===== src/rtl/wsp_pkg.sv =====
// Shared types and constants of the wave stream parser.
`timescale 1ns / 1ps
package wsp_pkg;
    localparam int QUEUE_DEPTH_DEF = 4;

    localparam logic [31:0] TAG_DATA = 32'h61746164;
    localparam logic [31:0] TAG_RIFF = 32'h46464952;
    localparam logic [31:0] TAG_WAVE = 32'h45564157;
    localparam logic [31:0] TAG_JUNK = 32'h4b4e554a;
    localparam logic [31:0] TAG_FMT  = 32'h20746d66;

    localparam logic [1:0] KIND_SAMPLE = 2'd0;
    localparam logic [1:0] KIND_INFO   = 2'd1;
    localparam logic [1:0] KIND_ERROR  = 2'd2;
    localparam logic [1:0] KIND_DONE   = 2'd3;

    localparam logic [3:0] ERR_NONE    = 4'd0;
    localparam logic [3:0] ERR_RIFF    = 4'd1;
    localparam logic [3:0] ERR_WAVE    = 4'd2;
    localparam logic [3:0] ERR_FMT_ID  = 4'd3;
    localparam logic [3:0] ERR_FMT_SZ  = 4'd4;
    localparam logic [3:0] ERR_FORMAT  = 4'd5;
    localparam logic [3:0] ERR_BRATE   = 4'd6;
    localparam logic [3:0] ERR_ALIGN   = 4'd7;
    localparam logic [3:0] ERR_BITS    = 4'd8;
    localparam logic [3:0] ERR_EXTRA   = 4'd9;
    localparam logic [3:0] ERR_COMBO   = 4'd10;
    localparam logic [3:0] ERR_TRUNC   = 4'd11;

    localparam logic [15:0] FMT_PCM   = 16'd1;
    localparam logic [15:0] FMT_FLOAT = 16'd3;

    // One queued request; then_done appends a done result after it.
    typedef struct packed {
        logic [1:0]  kind;
        logic [31:0] value;
        logic        flt;
        logic [30:0] rate;
        logic [15:0] chans;
        logic [3:0]  err;
        logic        last;
        logic        then_done;
    } req_t;

    localparam int REQ_W = $bits(req_t);
endpackage


===== src/rtl/wsp_queue.sv =====
// Short request queue between parser front and output back.
`timescale 1ns / 1ps
module wsp_queue #(
    parameter int DEPTH = wsp_pkg::QUEUE_DEPTH_DEF
) (
    input  logic          aclk,
    input  logic          aresetn,
    input  logic          push,
    input  wsp_pkg::req_t push_req,
    input  logic          pop,
    output wsp_pkg::req_t head_req,
    output logic          not_empty,
    output logic          almost_full
);
    localparam int PW = $clog2(DEPTH);

    wsp_pkg::req_t mem_reg [DEPTH];
    logic [PW-1:0] wr_ptr_reg, rd_ptr_reg;
    logic [PW:0]   count_reg;

    assign head_req    = mem_reg[rd_ptr_reg];
    assign not_empty   = (count_reg != '0);
    assign almost_full = (count_reg >= (PW+1)'(DEPTH - 1));

    always_ff @(posedge aclk) begin
        if (push) begin
            mem_reg[wr_ptr_reg] <= push_req;
        end
        if (!aresetn) begin
            wr_ptr_reg <= '0;
            rd_ptr_reg <= '0;
            count_reg  <= '0;
        end else begin
            if (push) wr_ptr_reg <= wr_ptr_reg + 1'b1;
            if (pop)  rd_ptr_reg <= rd_ptr_reg + 1'b1;
            if (push && !pop) count_reg <= count_reg + 1'b1;
            else if (pop && !push) count_reg <= count_reg - 1'b1;
        end
    end
endmodule


===== src/rtl/wsp_front.sv =====
// Header parser and sample assembler: bytes in, result requests out.
`timescale 1ns / 1ps
module wsp_front (
    input  logic          aclk,
    input  logic          aresetn,
    input  logic          in_take,
    input  logic [7:0]    in_byte,
    input  logic          in_end,
    output logic          busy,
    output logic          push_reg,
    output wsp_pkg::req_t req_reg
);
    typedef enum logic [4:0] {
        P_RIFF_TAG, P_RIFF_SIZE, P_WAVE_TAG, P_C1_ID, P_C1_SIZE, P_JUNK_SKIP,
        P_C1_ID2, P_C1_SIZE2, P_AFMT, P_CHAN, P_RATE, P_BRATE, P_ALIGN, P_BITS,
        P_MUL1, P_MUL2, P_CMP, P_EXTRA, P_C2_ID, P_C2_SIZE, P_C2_SKIP, P_DATA,
        P_END
    } phase_t;

    phase_t        phase_reg, phase_next;
    logic [1:0]    idx_reg, idx_next;
    logic [31:0]   asm_reg, asm_next;
    logic [31:0]   left_reg, left_next;
    logic          fmt18_reg, fmt18_next;
    logic [15:0]   fcode_reg, fcode_next;
    logic [15:0]   chans_reg, chans_next;
    logic [31:0]   rate_reg, rate_next;
    logic [31:0]   brate_reg, brate_next;
    logic [15:0]   align_reg, align_next;
    logic [15:0]   bits16_reg, bits16_next;
    logic [5:0]    bits_reg, bits_next;
    logic [31:0]   prod1_reg, prod1_next;
    logic [63:0]   prod2_reg, prod2_next;
    logic [31:0]   pos_reg, pos_next;
    logic [31:0]   held_reg, held_next;
    logic          push_next;
    wsp_pkg::req_t req_next;

    logic          len4, done;
    logic [31:0]   word;
    logic [31:0]   held_new, smp, pos_inc;
    logic [2:0]    bps;
    logic          is_flt;

    assign busy = (phase_reg == P_MUL1) || (phase_reg == P_MUL2) || (phase_reg == P_CMP);

    always_comb begin
        len4 = !((phase_reg == P_AFMT) || (phase_reg == P_CHAN) ||
                 (phase_reg == P_ALIGN) || (phase_reg == P_BITS) ||
                 (phase_reg == P_EXTRA));
        done = len4 ? (idx_reg == 2'd3) : (idx_reg == 2'd1);
        word = asm_reg | ({24'd0, in_byte} << {idx_reg, 3'b000});
        is_flt = (fcode_reg == wsp_pkg::FMT_FLOAT);
        bps = bits_reg[5:3];
        pos_inc = pos_reg + 32'd1;
        held_new = held_reg;
        if (pos_reg < {29'd0, bps}) begin
            held_new = held_reg | ({24'd0, in_byte} << {pos_reg[1:0], 3'b000});
        end
        if (is_flt) smp = held_new;
        else if (bits_reg == 6'd8) smp = {~held_new[7], held_new[6:0], 24'd0};
        else if (bits_reg == 6'd16) smp = {held_new[15:0], 16'd0};
        else smp = held_new;

        phase_next = phase_reg;
        idx_next   = idx_reg;
        asm_next   = asm_reg;
        left_next  = left_reg;
        fmt18_next = fmt18_reg;
        fcode_next = fcode_reg;
        chans_next = chans_reg;
        rate_next  = rate_reg;
        brate_next = brate_reg;
        align_next = align_reg;
        bits16_next = bits16_reg;
        bits_next  = bits_reg;
        prod1_next = chans_reg * bits16_reg;
        prod2_next = rate_reg * prod1_reg;
        pos_next   = pos_reg;
        held_next  = held_reg;
        push_next  = 1'b0;
        req_next   = '0;

        if (phase_reg == P_CMP) begin
            push_next = 1'b1;
            req_next.kind = wsp_pkg::KIND_ERROR;
            req_next.last = 1'b1;
            phase_next = P_END;
            if (prod2_reg[63:3] != {29'd0, brate_reg}) req_next.err = wsp_pkg::ERR_BRATE;
            else if (prod1_reg[31:3] != {13'd0, align_reg})
                req_next.err = wsp_pkg::ERR_ALIGN;
            else if (bits16_reg != 16'd8 && bits16_reg != 16'd16 && bits16_reg != 16'd32)
                req_next.err = wsp_pkg::ERR_BITS;
            else begin
                push_next = 1'b0;
                req_next  = '0;
                bits_next = bits16_reg[5:0];
                phase_next = fmt18_reg ? P_EXTRA : P_C2_ID;
            end
        end else if (phase_reg == P_MUL1) begin
            phase_next = P_MUL2;
        end else if (phase_reg == P_MUL2) begin
            phase_next = P_CMP;
        end else if (in_take && phase_reg != P_END) begin
            if (in_end) begin
                push_next = 1'b1;
                req_next.kind = wsp_pkg::KIND_ERROR;
                req_next.err  = wsp_pkg::ERR_TRUNC;
                req_next.last = 1'b1;
                phase_next = P_END;
            end else begin
                if (phase_reg != P_JUNK_SKIP && phase_reg != P_C2_SKIP &&
                    phase_reg != P_DATA) begin
                    idx_next = done ? 2'd0 : idx_reg + 2'd1;
                    asm_next = done ? 32'd0 : word;
                end
                // Error request template; push_next decides whether it goes.
                req_next.kind = wsp_pkg::KIND_ERROR;
                req_next.last = 1'b1;
                unique case (phase_reg)
                    P_RIFF_TAG: if (done) begin
                        if (word != wsp_pkg::TAG_RIFF) begin
                            push_next = 1'b1; req_next.err = wsp_pkg::ERR_RIFF;
                            phase_next = P_END;
                        end else phase_next = P_RIFF_SIZE;
                    end
                    P_RIFF_SIZE: if (done) phase_next = P_WAVE_TAG;
                    P_WAVE_TAG: if (done) begin
                        if (word != wsp_pkg::TAG_WAVE) begin
                            push_next = 1'b1; req_next.err = wsp_pkg::ERR_WAVE;
                            phase_next = P_END;
                        end else phase_next = P_C1_ID;
                    end
                    P_C1_ID: if (done) begin left_next = word; phase_next = P_C1_SIZE; end
                    P_C1_ID2: if (done) begin left_next = word; phase_next = P_C1_SIZE2; end
                    P_C2_ID: if (done) begin left_next = word; phase_next = P_C2_SIZE; end
                    P_C1_SIZE, P_C1_SIZE2: if (done) begin
                        if (phase_reg == P_C1_SIZE && left_reg == wsp_pkg::TAG_JUNK) begin
                            left_next = word;
                            phase_next = (word == 32'd0) ? P_C1_ID2 : P_JUNK_SKIP;
                        end else if (left_reg != wsp_pkg::TAG_FMT) begin
                            push_next = 1'b1; req_next.err = wsp_pkg::ERR_FMT_ID;
                            phase_next = P_END;
                        end else if (word != 32'd16 && word != 32'd18) begin
                            push_next = 1'b1; req_next.err = wsp_pkg::ERR_FMT_SZ;
                            phase_next = P_END;
                        end else begin
                            fmt18_next = (word == 32'd18);
                            phase_next = P_AFMT;
                        end
                    end
                    P_JUNK_SKIP, P_C2_SKIP: begin
                        left_next = left_reg - 32'd1;
                        if (left_reg == 32'd1)
                            phase_next = (phase_reg == P_JUNK_SKIP) ? P_C1_ID2 : P_C2_ID;
                    end
                    P_AFMT: if (done) begin
                        fcode_next = word[15:0];
                        if (word[15:0] != wsp_pkg::FMT_PCM && word[15:0] != wsp_pkg::FMT_FLOAT)
                        begin
                            push_next = 1'b1; req_next.err = wsp_pkg::ERR_FORMAT;
                            phase_next = P_END;
                        end else phase_next = P_CHAN;
                    end
                    P_CHAN: if (done) begin chans_next = word[15:0]; phase_next = P_RATE; end
                    P_RATE: if (done) begin rate_next = word; phase_next = P_BRATE; end
                    P_BRATE: if (done) begin brate_next = word; phase_next = P_ALIGN; end
                    P_ALIGN: if (done) begin align_next = word[15:0]; phase_next = P_BITS; end
                    P_BITS: if (done) begin bits16_next = word[15:0]; phase_next = P_MUL1; end
                    P_EXTRA: if (done) begin
                        if (word[15:0] != 16'd0) begin
                            push_next = 1'b1; req_next.err = wsp_pkg::ERR_EXTRA;
                            phase_next = P_END;
                        end else phase_next = P_C2_ID;
                    end
                    P_C2_SIZE: if (done) begin
                        if (left_reg != wsp_pkg::TAG_DATA) begin
                            left_next = word;
                            phase_next = (word == 32'd0) ? P_C2_ID : P_C2_SKIP;
                        end else if (chans_reg == 16'd0 || (is_flt && bits_reg != 6'd32)) begin
                            push_next = 1'b1; req_next.err = wsp_pkg::ERR_COMBO;
                            phase_next = P_END;
                        end else begin
                            push_next = 1'b1;
                            req_next = '0;
                            req_next.kind  = wsp_pkg::KIND_INFO;
                            req_next.flt   = is_flt;
                            req_next.rate  = rate_reg[30:0];
                            req_next.chans = chans_reg;
                            req_next.then_done = (word == 32'd0);
                            left_next = word;
                            pos_next  = 32'd0;
                            held_next = 32'd0;
                            phase_next = (word == 32'd0) ? P_END : P_DATA;
                        end
                    end
                    P_DATA: begin
                        req_next = '0;
                        held_next = held_new;
                        pos_next  = pos_inc;
                        left_next = left_reg - 32'd1;
                        if (pos_inc == {16'd0, align_reg}) begin
                            push_next = 1'b1;
                            req_next.kind  = wsp_pkg::KIND_SAMPLE;
                            req_next.value = smp;
                            req_next.flt   = is_flt;
                            pos_next  = 32'd0;
                            held_next = 32'd0;
                        end
                        if (left_reg == 32'd1) begin
                            phase_next = P_END;
                            if (push_next) req_next.then_done = 1'b1;
                            else begin
                                push_next = 1'b1;
                                req_next.kind = wsp_pkg::KIND_DONE;
                                req_next.last = 1'b1;
                            end
                        end
                    end
                    default: ;
                endcase
            end
        end
    end

    always_ff @(posedge aclk) begin
        if (!aresetn) begin
            phase_reg <= P_RIFF_TAG;
            idx_reg   <= '0;
            asm_reg   <= '0;
            left_reg  <= '0;
            fmt18_reg <= 1'b0;
            fcode_reg <= '0;
            chans_reg <= '0;
            rate_reg  <= '0;
            brate_reg <= '0;
            align_reg <= '0;
            bits_reg  <= '0;
            pos_reg   <= '0;
            held_reg  <= '0;
            push_reg  <= 1'b0;
        end else begin
            phase_reg <= phase_next;
            idx_reg   <= idx_next;
            asm_reg   <= asm_next;
            left_reg  <= left_next;
            fmt18_reg <= fmt18_next;
            fcode_reg <= fcode_next;
            chans_reg <= chans_next;
            rate_reg  <= rate_next;
            brate_reg <= brate_next;
            align_reg <= align_next;
            bits_reg  <= bits_next;
            pos_reg   <= pos_next;
            held_reg  <= held_next;
            push_reg  <= push_next;
        end
        bits16_reg <= bits16_next;
        prod1_reg  <= prod1_next;
        prod2_reg  <= prod2_next;
        req_reg    <= req_next;
    end
endmodule


===== src/rtl/wsp_back.sv =====
// Output stage: drains the queue and expands a request into one or two results.
`timescale 1ns / 1ps
module wsp_back (
    input  logic          aclk,
    input  logic          aresetn,
    input  wsp_pkg::req_t head_req,
    input  logic          not_empty,
    output logic          pop,
    input  logic          m_ready,
    output logic          m_valid_reg,
    output wsp_pkg::req_t out_reg
);
    logic          pend_done_reg;
    logic          load;
    wsp_pkg::req_t done_req;

    always_comb begin
        done_req = '0;
        done_req.kind = wsp_pkg::KIND_DONE;
        done_req.last = 1'b1;
        load = !m_valid_reg || m_ready;
        pop  = load && !pend_done_reg && not_empty;
    end

    always_ff @(posedge aclk) begin
        if (!aresetn) begin
            m_valid_reg   <= 1'b0;
            pend_done_reg <= 1'b0;
        end else if (load) begin
            if (pend_done_reg) begin
                m_valid_reg   <= 1'b1;
                pend_done_reg <= 1'b0;
            end else begin
                m_valid_reg   <= not_empty;
                pend_done_reg <= not_empty && head_req.then_done;
            end
        end
        if (load) begin
            out_reg <= pend_done_reg ? done_req : head_req;
        end
    end
endmodule


===== src/rtl/wave_stream_parser_top.sv =====
// Top level of the byte-serial RIFF/WAVE parser.
`timescale 1ns / 1ps
// Throughput: one byte per cycle, except while the byte-rate product goes through
// the multiplier and compare states after the bits-per-sample field,
// and any cycle in which the request queue is nearly full.
// A request is registered in the front end, queued, then loaded into the output
// register (m_tvalid); byte-rate, align and bits errors wait for the multiplier.
// Reset (aresetn low, synchronous) returns the parser to the RIFF tag and
// empties the request queue and the output register.
module wave_stream_parser_top #(
    parameter int QUEUE_DEPTH = wsp_pkg::QUEUE_DEPTH_DEF
) (
    input  logic        aclk,
    input  logic        aresetn,
    input  logic        s_tvalid,
    output logic        s_tready,
    input  logic [7:0]  s_tdata,   // [7:0] data_byte
    input  logic        s_tlast,   // end_of_stream
    output logic        m_tvalid,
    input  logic        m_tready,
    output logic [87:0] m_tdata,   // [31:0] sample_value, [62:32] rate_hz,
                                   // [78:63] channel_count, [82:79] error_code
    output logic [2:0]  m_tuser,   // [1:0] result_kind, [2] sample_is_float
    output logic        m_tlast    // last
);
    logic          busy, push, almost_full, not_empty, pop, take;
    wsp_pkg::req_t push_req, head_req, out_req;

    // Hold input while the header check runs or the queue could overflow.
    assign s_tready = !busy && !almost_full;
    assign take     = s_tvalid && s_tready;

    wsp_front u_front (
        .aclk     (aclk),
        .aresetn  (aresetn),
        .in_take  (take),
        .in_byte  (s_tdata),
        .in_end   (s_tlast),
        .busy     (busy),
        .push_reg (push),
        .req_reg  (push_req)
    );

    wsp_queue #(.DEPTH(QUEUE_DEPTH)) u_queue (
        .aclk        (aclk),
        .aresetn     (aresetn),
        .push        (push),
        .push_req    (push_req),
        .pop         (pop),
        .head_req    (head_req),
        .not_empty   (not_empty),
        .almost_full (almost_full)
    );

    wsp_back u_back (
        .aclk        (aclk),
        .aresetn     (aresetn),
        .head_req    (head_req),
        .not_empty   (not_empty),
        .pop         (pop),
        .m_ready     (m_tready),
        .m_valid_reg (m_tvalid),
        .out_reg     (out_req)
    );

    // Pack the result request onto the stream bus.
    assign m_tdata = {5'd0, out_req.err, out_req.chans, out_req.rate, out_req.value};
    assign m_tuser = {out_req.flt, out_req.kind};
    assign m_tlast = out_req.last;
endmodule

===== config.mk =====
export PLATFORM = sky130hd
export DESIGN_NAME = wave_stream_parser_top
export DESIGN_NICKNAME = d
export VERILOG_FILES = /design/src/rtl/wsp_pkg.sv /design/src/rtl/wsp_queue.sv /design/src/rtl/wsp_front.sv /design/src/rtl/wsp_back.sv /design/src/rtl/wave_stream_parser_top.sv
export SDC_FILE = /design/constraint.sdc
export NUM_CORES = 2
export LEC_CHECK = 0
export ABC_AREA = 1
export BUFFER_PORTS_ARGS = -buffer_cell sky130_fd_sc_hd__buf_2
export CAP_MARGIN = 20
export CORE_ASPECT_RATIO = 0.5
export CORE_MARGIN = 1.5
export CORE_UTILIZATION = 50
export CTS_CLUSTER_SIZE = 14
export DETAILED_ROUTE_END_ITERATION = 8
export MAX_ROUTING_LAYER = met4
export PLACE_DENSITY_LB_ADDON = 0.25
export SYNTH_ARGS = -nofsm -noshare
export SYNTH_HDL_FRONTEND = slang
export SYNTH_SLANG_ARGS = --single-unit

===== constraint.sdc =====
create_clock -name aclk -period 16.5 [get_ports aclk]
set_clock_uncertainty 0.05 [all_clocks]
set_input_delay 1.65 -clock aclk [delete_from_list [all_inputs] [get_ports aclk]]
set_output_delay 1.65 -clock aclk [all_outputs]
set_load 0.1 [all_outputs]

Yosys cells after proc, flatten, opt, wreduce, memory -nomap -nowiden --
Memories as Yosys holds them, arrays and structs flattened. A register that Yosys moved wholly into a read port is not among the register bits. Index checks and enable logic that the tools add are counted.
Word-level totals: flip-flop bits (word level) 551, bits in latches 0, RAM bits 352, memory bits (read-only) 0, bits of input ports 13, logic and storage cells 335, memories kept 1
Cells by class: add/sub/neg operators 7, $mul 2, divide/modulo/power cells 0, $lt $le $gt $ge 2, equality and inequality tests 72, shifts and indexed selects 2, muxes and demuxes 143, bitwise logic cells 13, reduce and logical (&&, ||, !) cells 56
Memories:
- u_queue.mem_reg | words 4, width 88, read ports 1, clocked after memory_dff 1, write ports 1, line wsp_queue.sv:17 | wsp_pkg::req_t mem_reg [DEPTH];
Operators with widths (number):
- 88-bit two-way mux | 6
- 32-bit two-way mux | 16
- 82-bit two-way mux | 4
- 5-bit two-way mux | 35
- 82-bit one-hot mux with 2 select lines | 1
- 32-bit one-hot mux with 2 select lines | 2
- 32-bit one-hot mux with 4 select lines | 1
- 32-bit by 31-bit != test with 1-bit output, second input constant | 3
- 5-bit one-hot mux with 17 select lines | 1
- 80-bit two-way mux | 1
- 6-bit by 2-bit != test with 1-bit output, second input constant | 12
- 32-bit by 32-bit multiplier with 64-bit output | 1
- 32-bit by 5-bit != test with 1-bit output, second input constant | 2
- 32-bit OR | 2
- 8-bit by 5-bit << shifter with 32-bit output | 2
- 61-bit by 32-bit != test with 1-bit output | 1
- 4-bit two-way mux | 12
- 7-bit AND reduction | 6
- 5-bit by 4-bit equality test with 1-bit output, second input constant | 8
- 1-bit two-way mux | 39
- 33-bit two-way mux | 1
- 32-bit by 1-bit adder with 32-bit output, second input constant | 1
- 32-bit by 1-bit equality test with 1-bit output, second input constant | 1
- 32-bit by 16-bit equality test with 1-bit output | 1
- 57 further kinds | 138

Longest topological paths before layout --
depth in word-level cells 19, depth in mapped cells 32, gate-level depth less buffers 30

Modules after synthesis --
Synthesis repeated with hierarchy kept, for this count alone.
Unflattened totals: cell total of the unflattened synthesis 9456, area total of the unflattened synthesis 79662.7 um^2
Modules (own cells, without submodules):
- wsp_front | instances 1, cells an instance 8249, area an instance 62626.3 um^2, seq. area each 9188.8 um^2
- wsp_queue | instances 1, cells an instance 908, area an instance 13459.2 um^2, seq. area each 10750.3 um^2
- wsp_back | instances 1, cells an instance 287, area an instance 3508.4 um^2, seq. area each 2682.6 um^2
- wave_stream_parser_top | instances 1, cells an instance 12, area an instance 68.8 um^2, seq. area each 0.0 um^2

Worst setup path before layout --
No wires, ideal clock.
path type register -> register, start reg u_front.prod1_reg[5], end reg u_front.prod2_reg[58], library setup time 0.117 ns, arrival time 6.505 ns, required time 16.333 ns, setup slack 9.828 ns, stages on the path, launching flop included 27, path buffers 2, period minus slack after synthesis 6.672 ns, cell sequence dfxtp_1 clkbuf_1 clkbuf_1 nand2_1 fa_1 inv_1 fa_1 fa_1 inv_1 fa_1 inv_1 fa_1 fa_1 fa_1 inv_1 fa_1 inv_1 ha_1 a21o_1 a31oi_1 o21ai_0 a21oi_1 nand3_1 a21o_1 and2_1 o21bai_1 nand2_1
Between the ends: word-level cells in the longest chain between the ends 1
RTL lines:
- start: declaration | line wsp_front.sv:32 | logic [31:0] prod1_reg, prod1_next;
- start signal: assignment | line wsp_front.sv:259 | prod1_reg <= prod1_next;
- 32-bit by 32-bit multiplier with 64-bit output | line wsp_front.sv:78 | prod2_next = rate_reg * prod1_reg;
- via u_front.prod2_next[58] | line wsp_front.sv:33 | logic [63:0] prod2_reg, prod2_next;
- end signal: assignment | line wsp_front.sv:260 | prod2_reg <= prod2_next;
- end: declaration | line wsp_front.sv:33
The timed path passes the listed nets, and every way through them passes these cells. A chain may end at the register's enable or synchronous reset.

Final worst setup path --
start reg u_front.prod1_reg[17], end reg u_front.prod2_reg[45]
Same word-level chain as after synthesis.

==> reports/metrics.yaml <==
nets: 10779
remaining_drc_errors: 0
drtIter0Drc: 5518
cts_resized: 0
max-vdd-ir-drop_mv: 0.149
p_leak_nw: 42.7
synth_area_um2: 79300
avgRoutedWirePerCell_um: 19.6
crit_arrival_ns: 8.42
final_hold_viol_count: 0
ant_nets: 0
crit_fanout: 33
synth_ff_type: "edfxtp_1"
design_area_um2: 84200
yosysMostFrequentCell: "inv_1"
clock_latency_ns: 0.71
synth.top_cell.area_share: 0.275
power_mw: 6.91
power.share.sequential: 0.396
synth_seq_cells: 896
grt_pass1_wl_um: 355000
start_util: 0.503
area_growth_pct: 6.18
min_period_ns: 7.83
drv_slew: 0
synth-edff-count: 450
yosys-top-cells-area: "fa_1 (28%), edfxtp_1 (17%), dfxtp_1 (11%), inv_1 (10%), nand2_1 (9.7%)"
cp.required_ns: 17.09
clk_path_buf_depth: 3
cp-start-kind: "flop"
dieArea_um2: 161000
synth_cells: 9513
track_usage: 0.292
cts_hold_buf: 0
slew_headroom: 0.257
grt_pass1_vias: 61461
status: "finished, final reports clean"
synthTopCellsByCount: "inv_1 (2176), nand2_1 (2059), fa_1 (1091)"
die_w_um: 566
hp-class: "flop to flop"
dp_hpwl_um: 163000
postCtsSetupBuffers: 0
io_pins: 107
dr_total_vias: 61126
synth_area_per_cell_um2: 8.34
crit_type: "flop to flop"
cts_root_buf: "clkbuf_16"
power_frac_comb: 0.307
fin_hold_ws_ns: 0.382
synth-seq-area-share: 0.283
fillers: 14607
power-per-cell-area_nw_per_um2: 82.0
period_share: 0.475
place_area_um2: 81300
netlist-cell-type-count: 61
tritoncts: "built"
switching_share: 0.403
rsz0062_at_grt: "no"
first_pass_iters: 9
synth_top_area_cell: "fa_1"
fin_util: 0.535
cp-end-kind: "flop"
coreArea_um2: 158000
final.setup.tns_ns: 0
overflow: 0
grt_max_degree: 94
clock-sinks: 896
wirelength_um: 225000
portBuffers: 101
place_congestion: 0.973
pwr-share-clk: 0.297
antenna_found_initial: 9
rows: 103
drive_above_1_share: 0.0434
yosys_warnings: 0
async_flop_share: 0
fmax_mhz: 128
setup_viol: 0
seq_area_um2: 22500
cts_buffers: 87
viasPerCell: 5.32
die_h_um: 285
internal-power_mw: 4.12
path_clk_slew_ns: 0.07
largest_register_ffs: 348
multi_input_area_um2: 46700
tightestPinTransition_ns: 1.11
p_sw_mw: 2.78
htreeDepth: 3
drv_cap: 0
cells in the final DEF, fill, tap and decap left out, types with 12 or more instances in the layout:
cell       Yosys  final
a211oi_1      30     30
a21o_1        17     17
a21oi_1      455    455
a31oi_1       33     33
buf_2         32    100
buf_4         13     93
clkbuf_1     428     26
clkbuf_16      0     87
clkinv_2       0     12
dfxtp_1      446    443
edfxtp_1     450    450
fa_1        1091   1091
ha_1         377    377
inv_1       2176   2169
nand2_1     2059   2059
nand3_1      172    171
nand4_1       69     69
nor2_1       739    738
nor3_1       100    100
nor4_1        33     33
o211ai_1      17     17
o21ai_0      443    442
o21bai_1      34     29
xnor2_1       34     34
xor2_1        89     89
area by class of cell:
| cell class | instances | area share |
|---|---|---|
| well taps | 2100 | 0.0312 |
| flip-flops and latches | 896 | 0.267 |
| repair buffers | 195 | 0.0149 |
| clock inverters | 41 | 0.00585 |
| inverters | 2191 | 0.0979 |
| multi-input cells | 5927 | 0.555 |
| diodes | 9 | 0.000267 |
| clock buffers | 123 | 0.0286 |
layer usage:
| metal | vias to the layer above | routed length, um | track usage |
|---|---|---|---|
| met2 | 2276 | 102000 | 0.450 |
| li1 | 28216 | - | - |
| met4 | 0 | 7080 | 0.0858 |
| met1 | 30224 | 98000 | 0.402 |
| met3 | 410 | 17500 | 0.0416 |
| met5 | - | 0 | - |
path summary, 6_finish.rpt:
check                                         endpoint             startpoint  cells after the start  slack (ns)
worst max-delay path             u_front.prod2_reg[45]  u_front.prod1_reg[17]                     23        8.67
worst min-delay path            u_queue.mem_reg[3][28]    u_front.req_reg[28]                      0        0.38
worst max register to register   u_front.prod2_reg[45]  u_front.prod1_reg[17]                     23        8.67
worst min register to register  u_queue.mem_reg[3][28]    u_front.req_reg[28]                      0        0.38
kinds of logic after synthesis:
| logic type | synth area share |
|---|---|
| other | 0.0000473 |
| buffers and inverters | 0.129 |
| AO/OA/AOI/OAI | 0.0747 |
| XOR/XNOR | 0.0146 |
| AND/OR/NAND/NOR | 0.163 |
| adder cells (fa/ha/maj) | 0.335 |
| multiplexers | 0.000883 |
| flip-flops | 0.283 |
through the flow:
| stage | setup WS (ns) | cells |
|---|---|---|
| 2_1_floorplan | 9.83 | 9517 |
| 3_3_place_gp | 8.85 | 11307 |
| 3_5_place_dp | 8.81 | 11307 |
| 4_1_cts | 8.83 | 11471 |
| 5_1_grt | 8.37 | 11476 |
| 6_report | 8.67 | 11482 |
power groups by stage:
stage | combinational (mW) | sequential [mW] | clock [mW]
finish | 2.12 | 2.73 | 2.05
global route | 2.26 | 2.76 | 2.17
CTS | 2.11 | 2.74 | 2.08
detailed placement | 2.10 | 2.78 | 0
global placement | 2.09 | 2.78 | 0
floorplan | 0.878 | 3.53 | 0
critical path, cell delays in order, from the launching register on:
cell and delay [ns]:
dfxtp_1 0.31, buf_4 0.57, nand2_1 0.17, fa_1 0.47, inv_1 0.08, fa_1 0.41
inv_1 0.08, fa_1 0.44, fa_1 0.55, inv_1 0.07, fa_1 0.64, fa_1 0.45
fa_1 0.51, fa_1 0.42, ha_1 0.43, nand2_1 0.12, nor2_1 0.15, inv_1 0.09
nor2_1 0.36, nand3_1 0.12, o211ai_1 0.52, a21boi_0 0.29, o21ai_0 0.29, xor2_1 0.16
Power figures use the tool's default switching activity.
